<file path="src/hdl/ffsa_pkg.sv">
// Shared constants, types and helpers for the first-fit segment allocator.
// Used by the cell row and the top level; no dependencies.
package ffsa_pkg;

	localparam int MaxSegments = 64;
	localparam int HeaderBytes = 16;
	localparam int AddressBits = 32;

	localparam logic [1:0] STATUS_OK      = 2'd0;
	localparam logic [1:0] STATUS_NOFIT   = 2'd1;
	localparam logic [1:0] STATUS_UNKNOWN = 2'd2;
	localparam logic [1:0] STATUS_FULL    = 2'd3;

	localparam logic OPCODE_ALLOC = 1'b0;
	localparam logic OPCODE_FREE  = 1'b1;

	localparam logic CFG_HEAP_BASE  = 1'b0;
	localparam logic CFG_HEAP_BYTES = 1'b1;

	typedef enum logic [2:0] {
		CELL_NONE,
		CELL_INIT,
		CELL_MARK,
		CELL_SPLIT,
		CELL_MERGE
	} cell_op_t;

	// Broadcast command to every cell of the row
	typedef struct packed {
		cell_op_t    op;
		logic        flag;
		logic [31:0] size_a;
		logic [31:0] size_b;
	} cell_cmd_t;

	// Size of two neighbors joined, header of the second reclaimed, saturated
	function automatic logic [31:0] merged_size(input logic [31:0] a, input logic [31:0] b,
			input logic [6:0] hdr);
		logic [33:0] s;
		s = {2'b0, a} + {2'b0, b} + {27'b0, hdr};
		return (s > 34'h0_FFFF_FFFF) ? 32'hFFFF_FFFF : s[31:0];
	endfunction

endpackage

</file>
<file path="src/hdl/ffsa_cell.sv">
// One segment cell of the allocator row: holds start, size, used and valid,
// compares against the broadcast request and shifts with its neighbors. Uses ffsa_pkg.
module ffsa_cell #(
	parameter int AB  = ffsa_pkg::AddressBits,
	parameter int IW  = 6,
	parameter int IDX = 0,
	parameter int HDR = ffsa_pkg::HeaderBytes
) (
	input  logic               clk,
	input  logic               arst_n,
	input  ffsa_pkg::cell_cmd_t cmd,
	input  logic [IW-1:0]      pos,
	input  logic [AB-1:0]      wr_start,
	input  logic [31:0]        req_bytes,
	input  logic [31:0]        match_addr,
	input  logic [AB-1:0]      left_start,
	input  logic [31:0]        left_size,
	input  logic               left_used,
	input  logic               left_valid,
	input  logic [AB-1:0]      right_start,
	input  logic [31:0]        right_size,
	input  logic               right_used,
	input  logic               right_valid,
	output logic [AB-1:0]      start,
	output logic [31:0]        size,
	output logic               used,
	output logic               valid,
	output logic               fit,
	output logic               hit
);

	localparam logic [IW:0] MyIdx = (IW+1)'(IDX);

	logic [AB-1:0] start_q;
	logic [31:0]   size_q;
	logic          used_q;
	logic          valid_q;
	logic [IW:0]   pos_w;
	logic [IW:0]   pos_next;
	logic [AB-1:0] data_start;

	assign pos_w      = {1'b0, pos};
	assign pos_next   = pos_w + 1'b1;
	assign data_start = start_q + AB'(HDR);

	always_ff @(posedge clk or negedge arst_n) begin
		if (!arst_n) begin
			used_q  <= 1'b0;
			valid_q <= 1'b0;
		end else begin
			case (cmd.op)
				ffsa_pkg::CELL_INIT: begin
					used_q  <= 1'b0;
					valid_q <= (IDX == 0) ? cmd.flag : 1'b0;
				end
				ffsa_pkg::CELL_MARK: begin
					if (MyIdx == pos_w) used_q <= cmd.flag;
				end
				ffsa_pkg::CELL_SPLIT: begin
					if (MyIdx == pos_w) begin
						used_q <= 1'b1;
					end else if (MyIdx == pos_next) begin
						used_q  <= 1'b0;
						valid_q <= 1'b1;
					end else if (MyIdx > pos_next) begin
						used_q  <= left_used;
						valid_q <= left_valid;
					end
				end
				ffsa_pkg::CELL_MERGE: begin
					if (MyIdx > pos_w) begin
						used_q  <= right_used;
						valid_q <= right_valid;
					end
				end
				default: ;
			endcase
		end
	end

	always_ff @(posedge clk) begin
		case (cmd.op)
			ffsa_pkg::CELL_INIT: begin
				if (IDX == 0) begin
					start_q <= wr_start;
					size_q  <= cmd.size_a;
				end
			end
			ffsa_pkg::CELL_SPLIT: begin
				if (MyIdx == pos_w) begin
					size_q <= cmd.size_a;
				end else if (MyIdx == pos_next) begin
					start_q <= wr_start;
					size_q  <= cmd.size_b;
				end else if (MyIdx > pos_next) begin
					start_q <= left_start;
					size_q  <= left_size;
				end
			end
			ffsa_pkg::CELL_MERGE: begin
				if (MyIdx == pos_w) begin
					size_q <= cmd.size_a;
				end else if (MyIdx > pos_w) begin
					start_q <= right_start;
					size_q  <= right_size;
				end
			end
			default: ;
		endcase
	end

	assign start = start_q;
	assign size  = size_q;
	assign used  = used_q;
	assign valid = valid_q;
	assign fit   = valid_q && !used_q && (size_q > req_bytes);
	assign hit   = valid_q && (32'(data_start) == match_addr);

endmodule

</file>
<file path="config.mk">
export PLATFORM = sky130hd
export DESIGN_NAME = ffsa_cell
export DESIGN_NICKNAME = d
export VERILOG_FILES = /design/src/hdl/ffsa_pkg.sv /design/src/hdl/ffsa_cell.sv
export SDC_FILE = /design/constraint.sdc
export NUM_CORES = 1
export LEC_CHECK = 0
export ABC_CLOCK_PERIOD_IN_PS = 3100
export BUFFER_PORTS_ARGS = -buffer_cell sky130_fd_sc_hd__buf_2
export CORE_AREA = 2 2 146 148
export CTS_BUF_LIST = sky130_fd_sc_hd__clkbuf_16
export CTS_CLUSTER_DIAMETER = 60
export DETAILED_ROUTE_END_ITERATION = 16
export DIE_AREA = 0 0 148 150
export HOLD_SLACK_MARGIN = 0.02
export PLACE_DENSITY = 0.58
export SLEW_MARGIN = 10
export SYNTH_ARGS = -nofsm -noshare
export SYNTH_HDL_FRONTEND = slang
export SYNTH_SLANG_ARGS = --single-unit
</file>
<file path="constraint.sdc">
create_clock -name clk -period 3.1 [get_ports clk]
set_input_delay 0.62 -clock clk [delete_from_list [all_inputs] [get_ports clk]]
set_output_delay 0.62 -clock clk [all_outputs]
set_load 0.005 [all_outputs]
</file>
# After elaboration in Yosys (flattened, before gate mapping)
# Cells that the tools add are included.
dict set report word_totals {
  ff_bits 66
  inputBits 304
  output_inout_bits 68
  wordCells 56
}
dict set report op_classes {
  n_addsub 2
  magnitude_cmp 3
  eq_ne 12
  mux 23
  n_reduce_logical 12
}
# cell count
set ops {}
lappend ops {{$mux W32} 10}
lappend ops {{$pmux W32 S3} 2}
lappend ops {{$add A32 B5 Y32 const B} 1}
lappend ops {{$eq A32 B32 Y1} 1}
lappend ops {{$gt A32 B32 Y1} 1}
lappend ops {{$logic_not A7 Y1} 2}
lappend ops {{$mux W1} 9}
lappend ops {{$ne A2 B2 Y1 const B} 4}
lappend ops {{$reduce_and A4 Y1} 2}
lappend ops {{$add A6 B1 Y7 const B} 1}
lappend ops {{$gt A1 B7 Y1 const A} 1}
lappend ops {{$eq A3 B2 Y1 const B} 2}
lappend ops {{$gt A1 B6 Y1 const A} 1}
lappend ops {{$ne A3 B3 Y1 const B} 2}
lappend ops {{$reduce_and A5 Y1} 1}
lappend ops {{$ne A4 B4 Y1 const B} 1}
lappend ops {{$pmux W1 S4} 1}
lappend ops {{$reduce_bool A4 Y1} 1}
lappend ops {{$eq A3 B1 Y1 const B} 1}
lappend ops {{$eq A3 B3 Y1 const B} 1}
lappend ops {{$logic_and A1 B1 Y1} 3}
lappend ops {{$pmux W1 S3} 1}
lappend ops {{$reduce_and A3 Y1} 1}
lappend ops {{$reduce_bool A3 Y1} 1}
lappend ops {{$logic_not A1 Y1} 1}

# Longest topological paths before layout
# Gate-level depths: netlist of run 1.
dict set report depth {
  depth_word 6
  mapped_depth 10
  ltp_nobuf 9
}

# Worst setup path before layout of run 1
# Ideal clock, no wire load.
dict set report synth_timing {
  path_kind {input to register}
  startpoint {input port pos[0]}
  endpoint {register size_q[0] (netlist: size[0]), enable pin}
  setup_ns 0.466
  t_arrival_ns 3.391
  required_ns 2.634
  setup_slack_ns -0.757
  cell_stages 5
  n_path_buf 0
  path_cell_list {inv_1 ha_1 and3_1 a21oi_1 o21ai_0}
}
dict set report synth_via {
  elab_chain_len 4
  word_cells_on_any_way 8
  cone_classes {add/sub: 1; order compare: 2; eq/ne: 2; reduce/logical: 3}
}
# item line
set synth_lines {}
lappend synth_lines {{start: declaration} ffsa_cell.sv:12} ;# input logic [IW-1:0] pos,
lappend synth_lines {{$add A6 B1 Y7} ffsa_cell.sv:43} ;# assign pos_next = pos_w + 1'b1;
lappend synth_lines {{$gt A1 B7 Y1 or $logic_not A7 Y1 (tied branches)} {ffsa_cell.sv:95, ffsa_cell.sv:92}}
lappend synth_lines {{$ne A4 B4 Y1 (no line)} n/a}
lappend synth_lines {{$reduce_and A3 Y1 (no line) *} n/a}
lappend synth_lines {{end signal: assignment} ffsa_cell.sv:94} ;# size_q <= cmd.size_b;
lappend synth_lines {{end signal: assignment} ffsa_cell.sv:97} ;# size_q <= left_size;
lappend synth_lines {{end signal: assignment} ffsa_cell.sv:102} ;# size_q <= cmd.size_a;
lappend synth_lines {{end: declaration} ffsa_cell.sv:35} ;# logic [31:0] size_q;
# Mark *: on every way between the ends. The rest lies on a longest branch, timed or not.
# A chain may end at the register's enable or synchronous reset.

# Worst setup path in the final report of run 1
dict set report layout_timing {
  startpoint {input port req_bytes[1]}
  endpoint {output port fit}
}
dict set report layout_via {
  elab_chain_len 2
}
# item line
set layout_lines {}
lappend layout_lines {{start: declaration} ffsa_cell.sv:14} ;# input logic [31:0] req_bytes,
lappend layout_lines {{$gt A32 B32 Y1} ffsa_cell.sv:116} ;# assign fit = valid_q && !used_q && (size_q > req_bytes);
lappend layout_lines {{$logic_and A1 B1 Y1} ffsa_cell.sv:116}
lappend layout_lines {{end: declaration} ffsa_cell.sv:28} ;# output logic fit,
# Every way passes these cells.

==> results.sh, run 1 <==
export IMPL_outcome="completed"
export IMPL_yosys_top_cells_area="edfxtp_1, mux2i_1, ha_1"
export IMPL_r2r_end="valid$_DFFE_PN0P_"
export IMPL_skew_ps=0
export IMPL_regToRegSetupSlack_ps=2230
export IMPL_power_density_nw_per_um2=349
export IMPL_clk_latency_ps=330
export IMPL_final_cells=1222
export IMPL_seqPwrFrac_pct=39.7
export IMPL_p_leak_uw=0.00394
export IMPL_p_comb_share_pct=25.6
export IMPL_synth_ff_latch_count=66
export IMPL_reg2reg_from="valid$_DFFE_PN0P_"
export IMPL_finalNetCount=1280
export IMPL_whs_ps=99.7
export IMPL_slowest_delay_ps=430
export IMPL_fmax_mhz=330
export IMPL_cts_buffers=9
export IMPL_maxCapViolations=0
export IMPL_avgSynthCellArea_um2=9.62
export IMPL_met2_wirelength_mm=10.2
export IMPL_tightest_slew_ps=1090
export IMPL_crit_chain="buf_2 -> inv_1 -> ha_1 -> nor2b_1 -> o21a_1 -> o21ai_1 -> a21oi_1 -> a2111oi_0 -> o31ai_1 -> o21a_1 -> buf_2"
export IMPL_final_period_utilization_pct=97.6
export IMPL_syn_area_um2=5400
export IMPL_syn_to_final_growth_pct=49.3
export IMPL_drive_gt1_share_pct=46.1
export IMPL_vias=5784
export IMPL_async_flop_share_pct=3.03
export IMPL_worstSetupStartpoint="req_bytes[1]"
export IMPL_reg2reg_depth=1
export IMPL_pin_count=372
export IMPL_cts_tree="done"
export IMPL_start_util_pct=26.1
export IMPL_rows=53
export IMPL_portBuffers=370
export IMPL_first_iter_violations=322
export IMPL_synthFlopType="edfxtp_1"
export IMPL_setup_viol_count_final=0
export IMPL_endpoint="fit"
export IMPL_cts_root_buf="clkbuf_16"
export IMPL_tns_ps=0
export IMPL_slew_headroom_pct=26.7
export IMPL_dpl_cell_count=1193
export IMPL_core_area_um2=20700
export IMPL_dr_wl_met3_mm=1.51
export IMPL_syn_nets=900
export IMPL_p_int_uw=2030
export IMPL_die_area_um2=22200
export IMPL_die_h_um=150
export IMPL_drcViolationCount=0
export IMPL_cp_required_ps=2480
export IMPL_hold_path_class="input port to async pin"
export IMPL_rsz0062_at_grt="true"
export IMPL_syn_inst=561
export IMPL_hpwl_mm=17.0
export IMPL_finalCriticalPeriod_ps=3030
export IMPL_hold_viol_final=0
export IMPL_synth_edf_count=64
export IMPL_antenna_found_initial=2
export IMPL_routed_top_layer="met4"
export IMPL_slew_viol_final=0
export IMPL_drt_wl_total_mm=20.2
export IMPL_power_switching_uw=782
export IMPL_ant_nets=0
export IMPL_grt_total_usage_pct=17.6
export IMPL_startpoint_type="input port"
export IMPL_vias_per_cell=4.73
export IMPL_htree_num_levels=3
export IMPL_seq_area_frac_synth_pct=36.5
export IMPL_fin_util_pct=39.0
export IMPL_cp_end_kind="primary output"
export IMPL_arrival_ps=2410
export IMPL_ir_drop_mv=0.216
export IMPL_clockBufferDepth=2
export IMPL_slowest_stage="a2111oi_0"
export IMPL_grt_pass1_wl_mm=30.2
export IMPL_ys_warn_count=0
export IMPL_clk_pin_slew_ps=50
export IMPL_wl_per_cell_um=16.6
export IMPL_swShare_pct=27.8
export IMPL_crit_fanout=2
export IMPL_overflow=0
export IMPL_holdBufCountCts=0
export IMPL_crit_type="input port to primary output"
export IMPL_clock_power_share_pct=34.7
export IMPL_gp_congestion=0.869
export IMPL_netlist_area_leader_share_pct=35.6
export IMPL_synth_distinct_cells=54
export IMPL_grt_start_max_net_pins=45
export IMPL_dr_pass1_iters=7
export IMPL_synth_top_cell_by_area="edfxtp_1"
export IMPL_clock_sinks=66
export IMPL_fillCellCount=2143
export IMPL_wl_met1_mm=8.21
export IMPL_die_x_um=148
export IMPL_grt_pass1_vias=5654
## logic make-up after synthesis
logic type | after synthesis | synth area share [%]
AO/OA/AOI/OAI | 153 | 18.8
XOR/XNOR | 42 | 6.82
multiplexers | 49 | 9.16
flip-flops | 66 | 36.5
AND/OR/NAND/NOR | 134 | 14.0
adder cells (fa/ha/maj) | 35 | 8.11
buffers and inverters | 82 | 6.51
## layer usage
layer / track usage [%] / up-vias
li1: - / 2883
met4: 5.10 / 0
met2: 31.2 / 261
met5: 0 / -
met3: 4.82 / 26
met1: 20.7 / 2614
## layout make-up
class	instances	area [um^2]	share of cell area [%]
well taps	275	344	4.27
clock buffers	9	225	2.79
repair buffers	393	2050	25.4
inverters	58	219	2.72
clock inverters	6	51.3	0.636
multi-input cells	413	3190	39.6
diodes	2	5.00	0.0621
flip-flops and latches	66	1970	24.5
## placed cells by master, fill, tap and decap left out, types with 15 or more instances in the layout
cell      netlist  final
o21ai_0        47     45
a22oi_1        32     32
xor2_1         15     15
a21oi_1        18     16
xnor2_1        27     27
inv_1          57     59
ha_1           35     33
buf_4           0     21
nand3_1        16     16
a222oi_1       21     21
edfxtp_1       64     64
nand2_1        32     31
mux2i_1        46     46
nor2_1         23     21
buf_2           5    370
## synthesized netlist by cell type, types with 3 or more instances
cell type and count:
a22oi_1 32, nor3_1 14, a21oi_1 18, nand4_1 14, a222oi_1 21, buf_2 5
o21a_1 3, ha_1 35, nand3_1 16, inv_1 57, o21ai_1 14, nor2_1 23
nand2_1 32, mux2i_1 46, o21ai_0 47, buf_6 5, and3_1 5, a21o_1 4
and4_1 3, xnor2_1 27, xor2_1 15, and2_1 4, edfxtp_1 64, clkbuf_1 14
nor2b_1 7
## how the worst min path moves through the flow
stage            from                 to  slack, ps  cells after the start
6_report       arst_n   used$_DFFE_PN0P_        100                      1
5_1_grt        arst_n   used$_DFFE_PN0P_         80                      1
4_1_cts        arst_n   used$_DFFE_PN0P_         90                      1
3_5_place_dp   arst_n   used$_DFFE_PN0P_        450                      1
3_3_place_gp   arst_n  valid$_DFFE_PN0P_        450                      1
2_1_floorplan  arst_n   used$_DFFE_PN0P_        320                      0
## sequential cells by signal (all words and copies together) (netlist names)
| name | cells |
|---|---|
| size | 32 |
| valid | 1 |
| used | 1 |
| start | 32 |
## power by group through the flow
stage                     Sequential [uW]  Clock (uW)  Combinational [uW]
after floorplan                      1120           0                 329
after global placement               1140           0                 687
after CTS                            1120        1010                 710
final                                1120         977                 720
after global routing                 1120        1050                 809
after detailed placement             1140           0                 695
## critical path, delay by kind of cell
family	cells	cell delay [ps]
AOI/OAI and AO/OA	6	1120
adders and majority gates	1	290
buffers and inverters	3	250
and+or+nand+nor	1	130
## per-stage QoR
stage          instance area, um^2  total power, uW  setup slack, ps
3_3_place_gp                  7600             1830             40.5
2_1_floorplan                 5400             1450             19.5
5_1_grt                       8060             2980            -97.0
3_5_place_dp                  7600             1840             47.2
6_report                      8060             2810             73.1
4_1_cts                       7930             2840            -18.8
## what timing repair did
item | CTS | global route
buffers inserted | 5 | 7
resized for setup | 4 | 14
pin swaps | 2 | 12
hold endpoints to repair | 0 | 0
endpoints found under the setup margin | 2 | 2
Power figures use the tool's default switching activity.
==> run 2, diff against run 1 <==
==> constraint.sdc (replaced) <==
create_clock -name clk -period 3.1 [get_ports clk]
set_input_delay 0.93 -clock clk [delete_from_list [all_inputs] [get_ports clk]]
set_output_delay 0.93 -clock clk [all_outputs]
set_load 0.005 [all_outputs]
==> run 2 against run 1 <==
Net effect:
- the flow now finishes with violations (setup timing)
- setup slack worse by 380 ps
- clock-buffer cell count stayed put
- power is 12% higher
- first-iteration DRC count is 20% higher
- largest cell class unchanged
- core utilization is 2.5 points higher
- non-clock buffer count is 42 higher
==> results.sh, run 2 (synthesis results as in run 1) <==
export IMPL_outcome="complete, but fails checks"
export IMPL_violations="setup timing"
export IMPL_ir_drop_mv=0.255
export IMPL_clock_sinks=66
export IMPL_finalNetCount=1322
export IMPL_endpoint="fit"
export IMPL_die_h_um=150
export IMPL_ant_nets=0
export IMPL_fmax_mhz=294
export IMPL_drt_wl_total_mm=22.2
export IMPL_antenna_found_initial=1
export IMPL_final_period_utilization_pct=110
export IMPL_clockBufferDepth=2
export IMPL_portBuffers=370
export IMPL_maxCapViolations=0
export IMPL_whs_ps=377
export IMPL_clk_latency_ps=330
export IMPL_rsz0062_at_grt="true"
export IMPL_die_area_um2=22200
export IMPL_fillCellCount=2118
export IMPL_grt_pass1_vias=5726
export IMPL_slowest_delay_ps=280
export IMPL_drive_gt1_share_pct=49.7
export IMPL_slew_headroom_pct=42.5
export IMPL_htree_num_levels=3
export IMPL_reg2reg_depth=2
export IMPL_gp_congestion=0.892
export IMPL_layout_common_cells="buf_2, edfxtp_1, inv_1, buf_4, mux2i_1"
export IMPL_cp_num_cells=11
export IMPL_die_x_um=148
export IMPL_critical_path_top_delay_family="compound AO/OA/AOI/OAI gates"
export IMPL_dr_pass1_iters=6
export IMPL_hold_path_class="input port to async pin"
export IMPL_vias_per_cell=4.75
export IMPL_worstSetupStartpoint="req_bytes[9]"
export IMPL_rows=53
export IMPL_overflow=0
export IMPL_finalCriticalPeriod_ps=3400
export IMPL_tns_ps=-508
export IMPL_crit_type="input port to primary output"
export IMPL_arrival_ps=2470
export IMPL_regToRegSetupSlack_ps=2120
export IMPL_holdBufCountCts=0
export IMPL_p_leak_uw=0.00420
export IMPL_layout_setup_ws_ps=-304
export IMPL_tightest_slew_ps=861
export IMPL_hold_viol_final=0
export IMPL_grt_start_max_net_pins=33
export IMPL_slowest_stage="ha_1"
export IMPL_reg2reg_from="valid$_DFFE_PN0P_"
export IMPL_grt_total_usage_pct=19.1
export IMPL_skew_ps=0
export IMPL_crit_buf_inv=3
export IMPL_cts_tree="done"
export IMPL_startpoint_type="input port"
export IMPL_grt_pass1_wl_mm=32.0
export IMPL_drcViolationCount=0
export IMPL_vias=6008
export IMPL_final_common_cell="buf_2"
export IMPL_cp_end_kind="primary output"
export IMPL_cp_required_ps=2170
export IMPL_final_cells=1264
export IMPL_power_density_nw_per_um2=366
export IMPL_dpl_cell_count=1245
export IMPL_cts_root_buf="clkbuf_16"
export IMPL_r2r_end="valid$_DFFE_PN0P_"
export IMPL_wl_per_cell_um=17.5
export IMPL_setup_viol_count_final=2
export IMPL_crit_fanout=2
export IMPL_start_util_pct=26.1
export IMPL_core_area_um2=20700
export IMPL_syn_to_final_growth_pct=58.8
export IMPL_pin_count=372
export IMPL_fin_util_pct=41.4
export IMPL_hpwl_mm=18.6
export IMPL_first_iter_violations=386
export IMPL_cts_buffers=9
export IMPL_clk_pin_slew_ps=60
export IMPL_crit_chain="buf_2 -> inv_1 -> ha_1 -> a21o_1 -> a21o_1 -> a21oi_1 -> nor3_1 -> o41ai_2 -> o31ai_1 -> o21a_1 -> buf_2"
export IMPL_slew_viol_final=0
## run 2: worst min path at each step
stage                      from  slack, ps               end  cells after the start
2_1_floorplan  used$_DFFE_PN0P_        530  used$_DFFE_PN0P_                      1
3_3_place_gp   used$_DFFE_PN0P_        700  used$_DFFE_PN0P_                      1
3_5_place_dp   used$_DFFE_PN0P_        680  used$_DFFE_PN0P_                      1
4_1_cts                  arst_n        360  used$_DFFE_PN0P_                      1
5_1_grt                  arst_n        360  used$_DFFE_PN0P_                      1
6_report                 arst_n        380  used$_DFFE_PN0P_                      1
## run 2: power by group
group          switching, uW  total [uW]  internal, uW  leakage [uW]
logic                    390         816           426       0.00342
registers               54.3        1110          1060      0.000604
clock network            426        1210           786      0.000167
## run 2: timing repair
action | in CTS | in global routing
gates resized for setup | 21 | 4
gates cloned | 0 | 0
buffers inserted | 2 | 0
pin swaps | 12 | 3
setup endpoints to repair | 2 | 2
endpoints found under the hold margin | 0 | 0
## run 2: area by class of cell
cell class | instances | area [um^2] | share of cell area [%]
diodes | 1 | 2.50 | 0.0292
repair buffers | 435 | 2450 | 28.6
inverters | 58 | 225 | 2.63
flip-flops and latches | 66 | 1970 | 23.0
well taps | 275 | 344 | 4.01
clock inverters | 7 | 119 | 1.39
multi-input cells | 413 | 3230 | 37.7
clock buffers | 9 | 225 | 2.63
## run 2: metal layers
| metal | part of all wire (%) | routed length [um] | vias to the layer above | track usage (%) |
|---|---|---|---|---|
| met4 | 1.1 | 244 | 0 | 4.33 |
| li1 | - | - | 2963 | - |
| met2 | 45 | 9910 | 201 | 28.1 |
| met5 | 0 | 0 | - | 0 |
| met1 | 48 | 10700 | 2828 | 28.3 |
| met3 | 5.7 | 1250 | 16 | 4.21 |
## run 2: stage by stage
stage          worst slack (ps)  total power [uW]  instance area (um^2)
6_report                   -304              3140                  8570
2_1_floorplan             -46.0              1460                  5450
3_5_place_dp               -468              1930                  8100
3_3_place_gp               -474              1920                  8100
5_1_grt                    -395              3310                  8570
4_1_cts                    -355              3180                  8550
==> run 3, diff against run 2 <==
- ABC_AREA: unset -> 1
- CORE_AREA: 2 2 146 148 -> unset
- CORE_UTILIZATION: unset -> 30
- CTS_CLUSTER_DIAMETER: 60 -> 150
- DIE_AREA: 0 0 148 150 -> unset
- PLACE_DENSITY: 0.58 -> 0.62
- SETUP_SLACK_MARGIN: unset -> 0.5
==> run 3 against run 2 <==
Net effect:
- the run still ends with setup timing left
- worst hold slack got worse by 11 ps
- global-route usage increased by 4.4 points
- clock-buffer cell count unchanged
- die area decreased by 6.2%
- clock skew unchanged
- via count increased by 23%
- critical path depth increased by 3
- sequential share of layout area decreased by 1.3 points
- critical path type is now flop to primary output
- highest routed layer unchanged
==> results.sh, run 3 <==
export IMPL_die_area_um2=20800
export IMPL_hold_path_class="input port to async pin"
export IMPL_cp_common_cell="nand2_1"
export IMPL_syn_to_final_growth_pct=49.3
export IMPL_swShare_pct=29.7
export IMPL_crit_type="flop to primary output"
export IMPL_wl_per_cell_um=16.9
export IMPL_core_area_um2=19700
export IMPL_slew_viol_final=0
export IMPL_portBuffers=371
export IMPL_fmax_mhz=307
export IMPL_htree_num_levels=3
export IMPL_finalNetCount=1587
export IMPL_start_util_pct=30.9
export IMPL_crit_fanout=6
export IMPL_slowest_delay_ps=500
export IMPL_clk_pin_slew_ps=60
export IMPL_clock_power_share_pct=37.3
export IMPL_tightest_slew_ps=879
export IMPL_slew_headroom_pct=41.3
export IMPL_cp_end_kind="primary output"
export IMPL_skew_ps=0
export IMPL_gp_congestion=0.904
export IMPL_antenna_found_initial=3
export IMPL_yosysMostFrequentCell="nand2_1"
export IMPL_synth_ff_latch_count=66
export IMPL_vias=7361
export IMPL_hpwl_mm=20.2
export IMPL_final_common_cell="buf_2"
export IMPL_ant_nets=0
export IMPL_power_switching_uw=968
export IMPL_cp_num_cells=14
export IMPL_layout_common_cells="buf_2, nand2_1, nor2_1"
export IMPL_cts_buffers=9
export IMPL_fillCellCount=2058
export IMPL_hold_viol_final=0
export IMPL_clockBufferDepth=2
export IMPL_syn_area_um2=6080
export IMPL_rows=51
export IMPL_clk_latency_ps=340
export IMPL_wl_met1_mm=11.9
export IMPL_maxCapViolations=0
export IMPL_ir_drop_mv=0.269
export IMPL_p_int_uw=2290
export IMPL_synth_top_cell_by_area="edfxtp_1"
export IMPL_grt_pass1_vias=6578
export IMPL_ys_warn_count=0
export IMPL_cp_required_ps=2170
export IMPL_met2_wirelength_mm=11.8
export IMPL_seq_area_frac_synth_pct=32.4
export IMPL_setup_viol_count_final=2
export IMPL_yosys_top_cells_area="edfxtp_1, nand2_1, o211ai_1"
export IMPL_r2r_end="used$_DFFE_PN0P_"
export IMPL_finalPower_uw=3260
export IMPL_dr_pass1_iters=5
export IMPL_grt_start_max_net_pins=55
export IMPL_drt_wl_total_mm=25.7
export IMPL_cts_root_buf="clkbuf_16"
export IMPL_synthTopCellsByCount="nand2_1, nor2_1, inv_1, o21ai_0"
export IMPL_crit_chain="buf_4 -> nand2_1 -> nor2_4 -> nand3_4 -> nor2_4 -> nand2_2 -> nor2_2 -> nand2_1 -> nand2_1 -> nand2_1 -> clkinv_1 -> nand3_1 -> nor2_2 -> buf_2"
export IMPL_die_h_um=144
export IMPL_layout_setup_ws_ps=-156
export IMPL_pin_count=372
export IMPL_arrival_ps=2330
export IMPL_critical_path_top_delay_family="simple AND/OR/NAND/NOR gates"
export IMPL_finalCriticalPeriod_ps=3260
export IMPL_cts_tree="done"
export IMPL_p_leak_uw=0.00437
export IMPL_outcome="complete, but fails checks"
export IMPL_async_flop_share_pct=3.03
export IMPL_reg2reg_from="used$_DFFE_PN0P_"
export IMPL_syn_inst=869
export IMPL_holdBufCountCts=0
export IMPL_dr_wl_met3_mm=1.38
export IMPL_grt_pass1_wl_mm=36.0
export IMPL_overflow=0
export IMPL_drive_gt1_share_pct=38.5
export IMPL_violations="setup timing"
export IMPL_synth_distinct_cells=37
export IMPL_die_x_um=144
export IMPL_crit_buf_inv=3
export IMPL_clock_sinks=66
export IMPL_worstSetupStartpoint="start[4]$_DFFE_PP_"
export IMPL_avgSynthCellArea_um2=6.99
export IMPL_grt_total_usage_pct=23.5
export IMPL_syn_nets=1208
export IMPL_reg2reg_depth=2
export IMPL_first_iter_violations=412
export IMPL_regToRegSetupSlack_ps=2360
export IMPL_p_comb_share_pct=27.1
export IMPL_endpoint="hit"
export IMPL_routed_top_layer="met4"
export IMPL_drcViolationCount=0
export IMPL_synthFlopType="edfxtp_1"
export IMPL_vias_per_cell=4.84
export IMPL_seqPwrFrac_pct=35.6
export IMPL_multiInputGateArea_um2=3790
export IMPL_netlist_area_leader_share_pct=31.6
export IMPL_startpoint_type="flop"
export IMPL_dp_slack_ps=-286
export IMPL_regArea_um2=1970
export IMPL_power_density_nw_per_um2=359
export IMPL_final_period_utilization_pct=105
export IMPL_slowest_stage="edfxtp_1"
export IMPL_synth_edf_count=64
export IMPL_rsz0062_at_grt="true"
run 3: changes by cell type after synthesis, moves of 10 or more:
cell	previous run	this run
a22oi_1	32	0
o211ai_1	1	64
nor2_1	23	107
a222oi_1	21	0
o21ai_1	14	4
mux2i_1	46	0
inv_1	57	88
nand2_1	32	253
xnor2_1	27	9
o21ai_0	47	79
run 3: worst min-delay path by stage:
stage | startpoint | endpoint | cells past startpoint
final | arst_n | used$_DFFE_PN0P_ | 1
after global routing | arst_n | used$_DFFE_PN0P_ | 1
after CTS | arst_n | valid$_DFFE_PN0P_ | 1
after detailed placement | used$_DFFE_PN0P_ | used$_DFFE_PN0P_ | 2
after global placement | valid$_DFFE_PN0P_ | valid$_DFFE_PN0P_ | 2
after floorplan | used$_DFFE_PN0P_ | used$_DFFE_PN0P_ | 2
run 3: worst register-to-register path: cells and delay by family, from the launching register on:
family,cells,cell delay [ps]
and+or+nand+nor,1,80
AOI/OAI and AO/OA,1,100
DFF,1,420
run 3: cell type report:
cell class	instances	share of cell area [%]
multi-input combinational	675	41.8
timing repair buffer	402	24.9
sequential	66	21.7
inverter	94	4.04
tap	265	3.65
clock buffer	9	2.48
clock inverter	7	1.28
antenna	3	0.0827
run 3: power groups by stage:
stage | Combinational (uW) | Sequential [uW] | Clock (uW)
4_1_cts | 870 | 1160 | 1230
6_report | 883 | 1160 | 1210
3_3_place_gp | 824 | 1170 | 0
5_1_grt | 986 | 1170 | 1270
2_1_floorplan | 400 | 1150 | 0
3_5_place_dp | 837 | 1170 | 0
run 3: cells by family (layout without fill, tap and decap cells):
| group | Yosys count | after routing | synth area share (%) |
|---|---|---|---|
| compound gates | 179 | 179 | 17.8 |
| xor+xnor | 27 | 27 | 4.12 |
| fa+ha+maj | 35 | 35 | 7.20 |
| buf+inv | 128 | 512 | 8.48 |
| flops | 66 | 66 | 32.4 |
| other cells | 0 | 3 | 0 |
| simple gates | 434 | 434 | 30.0 |
run 3: layer usage:
metal | vias to the layer above | track usage (%)
met5 | - | 0
met3 | 42 | 3.44
met4 | 0 | 9.86
met1 | 3393 | 32.5
met2 | 245 | 36.3
li1 | 3681 | -
run 3: what timing repair did:
item,in CTS,in global routing
setup endpoints to repair,2,39
pin swaps,12,12
cloned,0,3
resized for setup,25,22
buffers inserted,2,4
run 3: metrics by stage:
step / std cells / hold slack [ps] / utilization [%] / instance area [um^2] / TNS (ps)
2_1_floorplan: 869 / 498 / - / 6120 / 0
3_3_place_gp: 1493 / 600 / 42.7 / 8400 / -218
3_5_place_dp: 1493 / 605 / 42.7 / 8400 / -286
4_1_cts: 1511 / 357 / 45.2 / 8880 / -356
5_1_grt: 1521 / 361 / 46.2 / 9070 / -513
6_report: 1521 / 366 / 46.2 / 9070 / -286
